<file path="config.mk">
export PLATFORM = sky130hd
export DESIGN_NAME = shared_run_segmenter_unit
export DESIGN_NICKNAME = d
export VERILOG_FILES = /design/src/hw/rtl/srs_pkg.sv /design/src/hw/rtl/srs_core.sv /design/src/hw/rtl/shared_run_segmenter_unit.sv
export SDC_FILE = /design/constraint.sdc
export NUM_CORES = 1
export LEC_CHECK = 0
export BUFFER_PORTS_ARGS = -buffer_cell sky130_fd_sc_hd__buf_4
export CORE_MARGIN = 2
export CORE_UTILIZATION = 55
export DETAILED_ROUTE_END_ITERATION = 10
export PLACE_DENSITY = 0.76
export REMOVE_ABC_BUFFERS = 1
export SYNTH_ARGS = -nofsm -noshare
export SYNTH_HDL_FRONTEND = slang
export SYNTH_SLANG_ARGS = --single-unit
</file>
<file path="constraint.sdc">
create_clock -name clock -period 20.3 [get_ports clock]
set_input_delay 4.06 -clock clock [delete_from_list [all_inputs] [get_ports clock]]
set_output_delay 4.06 -clock clock [all_outputs]
set_load 0.01 [all_outputs]
</file>
<file path="src/hw/rtl/srs_pkg.sv">
// Package with the field widths and allele codes shared by the run segmenter.
package srs_pkg;

   localparam int COUNT_BITS = 24;
   localparam int CODE_BITS  = 2;

   typedef logic [CODE_BITS-1:0]  code_type;
   typedef logic [COUNT_BITS-1:0] count_type;

   localparam code_type CODE_MISSING = 2'd0;
   localparam code_type CODE_HOM_A   = 2'd1;
   localparam code_type CODE_HOM_B   = 2'd3;

   localparam count_type COUNT_MAX    = '1;
   localparam count_type MIN_LEN_INIT = 24'd1;

endpackage

</file>
<file path="src/hw/rtl/srs_core.sv">
// Run tracking state and the per-locus update that decides whether a run is emitted.
module srs_core #(
   parameter int POSITION_BITS = 24
) (
   input  logic                     clock,
   input  logic                     reset,
   input  logic                     step,
   input  srs_pkg::code_type        hap_code,
   input  srs_pkg::code_type        geno_code,
   input  logic                     region_last,
   input  srs_pkg::count_type       min_length,
   output logic                     emit,
   output logic [POSITION_BITS-1:0] run_begin,
   output logic [POSITION_BITS-1:0] run_end,
   output srs_pkg::count_type       run_number
);
   import srs_pkg::*;

   localparam logic [POSITION_BITS-1:0] POS_MAX = '1;
   localparam logic [POSITION_BITS-1:0] POS_ONE = POSITION_BITS'(1);

   logic [POSITION_BITS-1:0] pos_ff, pos_in;
   logic [POSITION_BITS-1:0] start_ff, start_in;
   logic                     active_ff, active_in;
   count_type                count_ff, count_in;
   count_type                runs_ff, runs_in;

   logic                     opposing, present, brk, emit_brk, emit_last;
   logic                     active_mid;
   count_type                count_mid, count_inc;
   logic [POSITION_BITS-1:0] pos_inc;

   always_comb begin
      opposing = ((hap_code == CODE_HOM_A) && (geno_code == CODE_HOM_B)) ||
                 ((hap_code == CODE_HOM_B) && (geno_code == CODE_HOM_A));
      present  = (hap_code != CODE_MISSING) && (geno_code != CODE_MISSING);
      brk      = opposing && active_ff;
      emit_brk = brk && (count_ff >= min_length);
      pos_inc   = (pos_ff == POS_MAX) ? POS_MAX : pos_ff + POS_ONE;
      count_inc = (count_ff == COUNT_MAX) ? COUNT_MAX : count_ff + 1'b1;

      active_mid = active_ff;
      count_mid  = count_ff;
      start_in   = start_ff;
      if (brk) begin
         active_mid = 1'b0;
         count_mid  = '0;
      end else if (present) begin
         if (!active_ff) begin
            start_in = pos_inc;
         end
         active_mid = 1'b1;
         count_mid  = count_inc;
      end

      emit_last = region_last && active_mid && (count_mid >= min_length) && !emit_brk;
      emit      = emit_brk || emit_last;

      active_in = region_last ? 1'b0 : active_mid;
      count_in  = region_last ? '0 : count_mid;
      pos_in    = pos_inc;
      runs_in   = (emit && (runs_ff != COUNT_MAX)) ? runs_ff + 1'b1 : runs_ff;

      run_begin  = start_in;
      run_end    = pos_ff;
      run_number = runs_in;
   end

   always_ff @(posedge clock) begin
      if (reset) begin
         pos_ff    <= POS_ONE;
         start_ff  <= POS_ONE;
         active_ff <= 1'b0;
         count_ff  <= '0;
         runs_ff   <= '0;
      end else if (step) begin
         pos_ff    <= pos_in;
         start_ff  <= start_in;
         active_ff <= active_in;
         count_ff  <= count_in;
         runs_ff   <= runs_in;
      end
   end

endmodule

</file>
<file path="src/hw/rtl/shared_run_segmenter_unit.sv">
// Top level of the shared run segmenter: input beat register, run core and result register.
//
//  Channel   Direction  Beat contents
//  req_*     in         one locus: hap_code, geno_code, region_last on tlast
//  rsp_*     out        one emitted run: run_begin, run_end, run_number
//  csr_*     in         min_length write, no read-back
//
// One locus is taken every cycle while the result side does not stall; a result passes
// through the input beat register and then the result register before it is valid.
// Both the input beat register and the result register fill while the result side stalls,
// and the input side stalls only once both are held.
// Reset clears the valid flags and the run state, sets the position counter to 1; min_length returns to 1.
module shared_run_segmenter_unit #(
   parameter int POSITION_BITS = 24
) (
   input  logic                   clock,
   input  logic                   reset,
   input  logic                   req_tvalid,
   output logic                   req_tready,
   input  logic [7:0]             req_tdata,  // hap_code[1:0], geno_code[3:2], zeros above
   input  logic                   req_tlast,  // region_last
   output logic                   rsp_tvalid,
   input  logic                   rsp_tready,
   output logic [((2 * POSITION_BITS + srs_pkg::COUNT_BITS + 7) / 8) * 8 - 1:0] rsp_tdata,
                                              // run_begin, run_end, run_number, zeros above
   input  logic                   csr_wen,
   input  srs_pkg::count_type     csr_wdata
);
   import srs_pkg::*;

   localparam int PAYLOAD_BITS = 2 * POSITION_BITS + COUNT_BITS;
   localparam int RSP_BITS     = ((PAYLOAD_BITS + 7) / 8) * 8;
   localparam int PAD_BITS     = RSP_BITS - PAYLOAD_BITS;

   logic                     in_valid_ff, in_valid_in;
   code_type                 hap_ff, geno_ff;
   logic                     last_ff;
   logic                     out_valid_ff, out_valid_in;
   logic [PAYLOAD_BITS-1:0]  out_data_ff;
   count_type                min_len_ff;
   logic                     advance, emit;
   logic [POSITION_BITS-1:0] run_begin, run_end;
   count_type                run_number;

   assign advance     = in_valid_ff && (!out_valid_ff || rsp_tready);
   assign req_tready  = !in_valid_ff || advance;
   assign in_valid_in = (req_tvalid && req_tready) || (in_valid_ff && !advance);
   assign out_valid_in = advance ? emit : (out_valid_ff && !rsp_tready);

   srs_core #(
      .POSITION_BITS(POSITION_BITS)
   ) u_core (
      .clock       (clock),
      .reset       (reset),
      .step        (advance),
      .hap_code    (hap_ff),
      .geno_code   (geno_ff),
      .region_last (last_ff),
      .min_length  (min_len_ff),
      .emit        (emit),
      .run_begin   (run_begin),
      .run_end     (run_end),
      .run_number  (run_number)
   );

   always_ff @(posedge clock) begin
      if (reset) begin
         in_valid_ff  <= 1'b0;
         out_valid_ff <= 1'b0;
         min_len_ff   <= MIN_LEN_INIT;
      end else begin
         in_valid_ff  <= in_valid_in;
         out_valid_ff <= out_valid_in;
         if (csr_wen) begin
            min_len_ff <= csr_wdata;
         end
      end
   end

   always_ff @(posedge clock) begin
      if (req_tvalid && req_tready) begin
         hap_ff  <= req_tdata[CODE_BITS-1:0];
         geno_ff <= req_tdata[2*CODE_BITS-1:CODE_BITS];
         last_ff <= req_tlast;
      end
      if (advance && emit) begin
         out_data_ff <= {run_number, run_end, run_begin};
      end
   end

   assign rsp_tvalid = out_valid_ff;

   generate
      if (PAD_BITS > 0) begin : g_pad
         assign rsp_tdata = {{PAD_BITS{1'b0}}, out_data_ff};
      end else begin : g_nopad
         assign rsp_tdata = out_data_ff;
      end
   endgenerate

endmodule
</file>
After elaboration in Yosys (flattened, before gate mapping)

Cells that the tools add are included.
Widths: inputs -> output; s select.

Muxes and demuxes: 13
Eq/ne operators: 7
$add $sub $neg: 3
Reduce and logical (&&, ||, !) cells: 26
Magnitude comparators: 2

Operators with widths:

| operator              | count |
|---|---|
| $mux 24               | 9 |
| $add 24x1->24 const B | 3 |
| $eq 24x24->1 const B  | 2 |
| $ge 24x24->1          | 2 |
| $ne 24x24->1 const B  | 1 |
| $logic_and 1x1->1     | 14 |
| $logic_not 1->1       | 5 |
| $logic_or 1x1->1      | 5 |
| $eq 2x1->1 const B    | 2 |
| $eq 2x2->1 const B    | 2 |
| $mux 1                | 4 |
| $reduce_bool 2->1     | 2 |

Bits in registers: 200
Output and inout port bits: 74
Bits of input ports: 38

Logic depth before layout (Yosys ltp)

Depth after elaboration: 11
Depth in mapped cells: 21

By module

From an unflattened synthesis, not the netlist that was laid out.

Cells, all modules: 1,018
Area total of the unflattened synthesis: 9,885.7 um^2

By module, submodules not included:

| module                    | times used | area each (um^2) | cells each |
|---|---|---|---|
| srs_core                  | 1          | 6,605.1          | 852 |
| shared_run_segmenter_unit | 1          | 3,280.6          | 166 |

Worst setup path before layout

OpenSTA, ideal clock, no wires.

Kind: input port to flip-flop
Start point: in rsp_tready
End point: reg out_data_ff[0], in the netlist rsp_tdata[0], enable pin
Cell stages on the path: 5
Path slack: 11.577 ns
Data arrival time: 8.196 ns
Data required time: 19.773 ns
Path through: nand2b_1 -> nand2_1 -> clkbuf_1 -> buf_1 -> a21oi_1

Cells in the longest elaborated chain, start to end: 3

Ends and longest elaborated chain:

| item                 | line                            | source |
|---|---|---|
| from (decl)          | shared_run_segmenter_unit.sv:23 | `input logic rsp_tready,` |
| $logic_or 1x1->1     | shared_run_segmenter_unit.sv:45 | `assign advance = in_valid_ff && (!out_valid_ff \|\| rsp_tready);` |
| $logic_and 1x1->1    | shared_run_segmenter_unit.sv:45 |  |
| $logic_and 1x1->1    | shared_run_segmenter_unit.sv:86 | `if (advance && emit) begin` |
| to (signal assigned) | shared_run_segmenter_unit.sv:87 | `out_data_ff <= {run_number, run_end, run_begin};` |
| to (decl)            | shared_run_segmenter_unit.sv:39 | `logic [PAYLOAD_BITS-1:0] out_data_ff;` |

No other way between the ends.
A chain may end at the register's enable or synchronous reset.

Worst setup path in the final report

Start point: in rsp_tready
End point: out req_tready

Cells in the longest elaborated chain, start to end: 3

Ends and longest elaborated chain:

| item              | line                            | source |
|---|---|---|
| $logic_or 1x1->1  | shared_run_segmenter_unit.sv:45 |  |
| $logic_and 1x1->1 | shared_run_segmenter_unit.sv:45 |  |
| $logic_or 1x1->1  | shared_run_segmenter_unit.sv:46 | `assign req_tready = !in_valid_ff \|\| advance;` |
| to (decl)         | shared_run_segmenter_unit.sv:19 | `output logic req_tready,` |

No other way between the ends.

==> results_dict.tcl <==
set metrics [dict create \
    cts-htree-levels 4 \
    post-synth-top-count-cell "nor2_1" \
    antenna_cells 0 \
    initial_core_util_pct 55.64 \
    crit_path_top_delay_cell "nor2b_1" \
    power_density_mw_per_mm2 69.56 \
    clock_sinks 200 \
    cts_tree "built" \
    synth_top_area_share_pct 24.89 \
    grt_pass1_wl_um 35780 \
    viasPerCell 5.723 \
    worst_clock_skew_ps 5.884 \
    intPower_uw 609.0 \
    synth_top_cell_by_area "dfxtp_1" \
    end_kind "output port" \
    syn_inst 1048 \
    cts_hold_buf 0 \
    root_buffer "clkbuf_16" \
    via_count 7829 \
    antenna_found_initial 0 \
    ys_warn_count 0 \
    setup_violations 0 \
    rsz0062_at_grt "false" \
    fmax_mhz 114.4 \
    syn_area_mm2 0.009892 \
    p_clk_share_pct 39.7 \
    hold_viol 0 \
    die_w_um 138.1 \
    vdd_ir_drop_max_v 0.00006194 \
    cts_resized 0 \
    synthToLayoutAreaGrowth_pct 14.86 \
    hold_slack_ps 455.3 \
    clk_pin_slew_worst_paths_ps 70 \
    tightestPinTransition_ps 1093 \
    setup_tns_ps 0 \
    cpLargestDelayFamily "simple AND/OR/NAND/NOR gates" \
    power_frac_comb_pct 6.4 \
    wire_per_inst_um 15.48 \
    drc_errors 0 \
    port-buffer-count 107 \
    first_global_vias 7384 \
    cp_num_buf_inv 2 \
    gp_congestion 0.8720 \
    outcome "complete, no violations" \
    dieArea_mm2 0.01907 \
    worst-setup-path-type "in -> out" \
    postSynthAreaPerCell_um2 9.439 \
    clockBufferDepth 2 \
    synth_cell_types 63 \
    drv_slew 0 \
    drive_gt1_share_pct 14.66 \
    worstPathArrival_ps 4680 \
    postCtsSetupRepairBufs 0 \
    postRouteAntennaNets 0 \
    grtUsageTotal_pct 22.60 \
    path_max_fanout 3 \
    cap_violations 0 \
    cp_common_cell "buf_4" \
    insertion_delay_ps 430 \
    leakagePower_nw 4.465 \
    nets 1215 \
    setup_slack_ps 11560 \
    grt.overflow.total 0 \
    seqPwrFrac_pct 53.9 \
    cp-start-kind "input port" \
    fin_crit_ps 8738 \
    worstPathCellList "buf_4 -> nor2b_1 -> nand2_1 -> buf_4" \
    synth_ff_type "dfxtp_1" \
    synth_seq_area_share_pct 48.27 \
    relSlewSlack_pct 26.87 \
    hpwl_um 14620 \
    synthTopCellsByCount "nor2_1 (141), dfxtp_1 (123), a21oi_1 (94)" \
    pin_count 112 \
    switching_power_uw 181.4 \
    synth-edff-count 77 \
    rows 49 \
    synth_area_leaders "dfxtp_1 (25%), edfxtp_1 (23%), ha_1 (6.5%)" \
    max_stage_delay_ps 210 \
    synth_async_sr_flop_share_pct 0 \
    numCtsBuffers 17 \
    wl_um 21180 \
    first_iter_violations 493 \
    pre_cts_slack_ps 11570 \
    fill_cells 1497 \
    grt_max_degree 82 \
    core_area_mm2 0.01778 \
    first_pass_iters 7 \
    holdCritPathClass "reg -> reg" \
    swShare_pct 22.95 \
    fin_crit_sh_pct 43.04 \
    die_y_um 138.1 \
    ys_ff_latch 200 \
    cp.required_ps 16240 \
]
-- through the flow --
stage | utilization [%] | area (um2) | power, mW | cells
2_1_floorplan | - | 9659 | 0.4643 | 992
3_3_place_gp | 60.87 | 10820 | 0.4838 | 1336
3_5_place_dp | 60.87 | 10820 | 0.4856 | 1336
4_1_cts | 63.91 | 11360 | 0.7965 | 1368
5_1_grt | 63.91 | 11360 | 0.8183 | 1368
6_report | 63.91 | 11360 | 0.7904 | 1368
-- worst register-to-register path: cells and delay by family (launching register included) --
kind | cells | cell delay [ps]
AOI/OAI and AO/OA | 5 | 1250
xor gates and xnor gates | 1 | 170
adders and majority gates | 1 | 190
DFF | 1 | 450
and+or+nand+nor | 9 | 3480
-- cell usage in the layout (no fill, tap or decap), types with 3 or more instances in the layout --
master,instances
nor2b_1,9
and3_1,8
nor2_1,140
a21o_1,5
edfxtp_1,77
clkinvlp_4,3
xor2_1,42
a21oi_1,93
or2_2,5
a22o_1,14
a311oi_1,12
o21ai_0,46
mux2i_1,26
mux2_2,3
or3_1,19
o22ai_1,3
and2_1,10
a31oi_1,24
nand2b_1,4
or3_2,5
xnor2_1,21
nand3_1,23
a211o_1,6
and4_1,7
nor3_1,15
buf_4,115
nor4_1,10
nand4_1,19
a211oi_1,13
clkbuf_16,17
dfxtp_1,123
inv_1,30
nand2_1,91
clkinv_2,4
ha_1,51
-- cell families after synthesis --
group,after synthesis,share of synthesized area (%)
fa+ha+maj,51,6.451
compound gates,242,15.13
buf+inv,86,3.491
mux,29,2.972
flops,200,48.27
xor+xnor,63,5.578
simple gates,377,18.11
-- final timing paths --
check | from | to | slack, ps | cells past startpoint
worst min register to register | u_core.start_ff[12] | u_core.start_ff[12] | 460 | 2
worst min-delay path | u_core.start_ff[12] | u_core.start_ff[12] | 460 | 2
worst max register to register | geno_ff[1] | rsp_tdata[70] | 14490 | 16
worst max-delay path | rsp_tready | req_tready | 11560 | 4
-- flip-flops by register name (all words and copies together) (netlist names) --
register and flops:
hap_ff 2, u_core.active_ff 1, geno_ff 2, rsp_tdata 72
rsp_tvalid 1, min_len_ff 24, in_valid_ff 1, u_core.runs_ff 24
u_core.start_ff 24, u_core.count_ff 24, u_core.run_end 24, last_ff 1
-- layout make-up --
| type | count | area (um2) | area share (%) |
|---|---|---|---|
| multi-input cells | 762 | 4786 | 42.12 |
| flip-flops and latches | 200 | 4775 | 42.02 |
| repair buffers | 115 | 863.3 | 7.598 |
| clock buffers | 19 | 432.9 | 3.810 |
| well taps | 229 | 286.5 | 2.522 |
| inverters | 30 | 112.6 | 0.9911 |
| clock inverters | 13 | 106.4 | 0.9360 |
-- power by group through the flow --
| stage | Sequential [mW] | Clock [mW] | Combinational (mW) |
|---|---|---|---|
| floorplan | 0.434 | 0 | 0.0306 |
| global route | 0.427 | 0.335 | 0.0571 |
| global placement | 0.435 | 0 | 0.0491 |
| CTS | 0.426 | 0.320 | 0.0508 |
| finish | 0.426 | 0.314 | 0.0506 |
| detailed placement | 0.435 | 0 | 0.0505 |
-- layer usage --
layer  up-vias  wire [um]  GRT usage (%)
met2       200      10250          37.34
met1      3665       9566          30.35
met5         -          0              0
met3        32        947          3.810
met4         0        420          7.787
li1       3932          -              -
No activity file was read; power rests on OpenSTA's default activity.
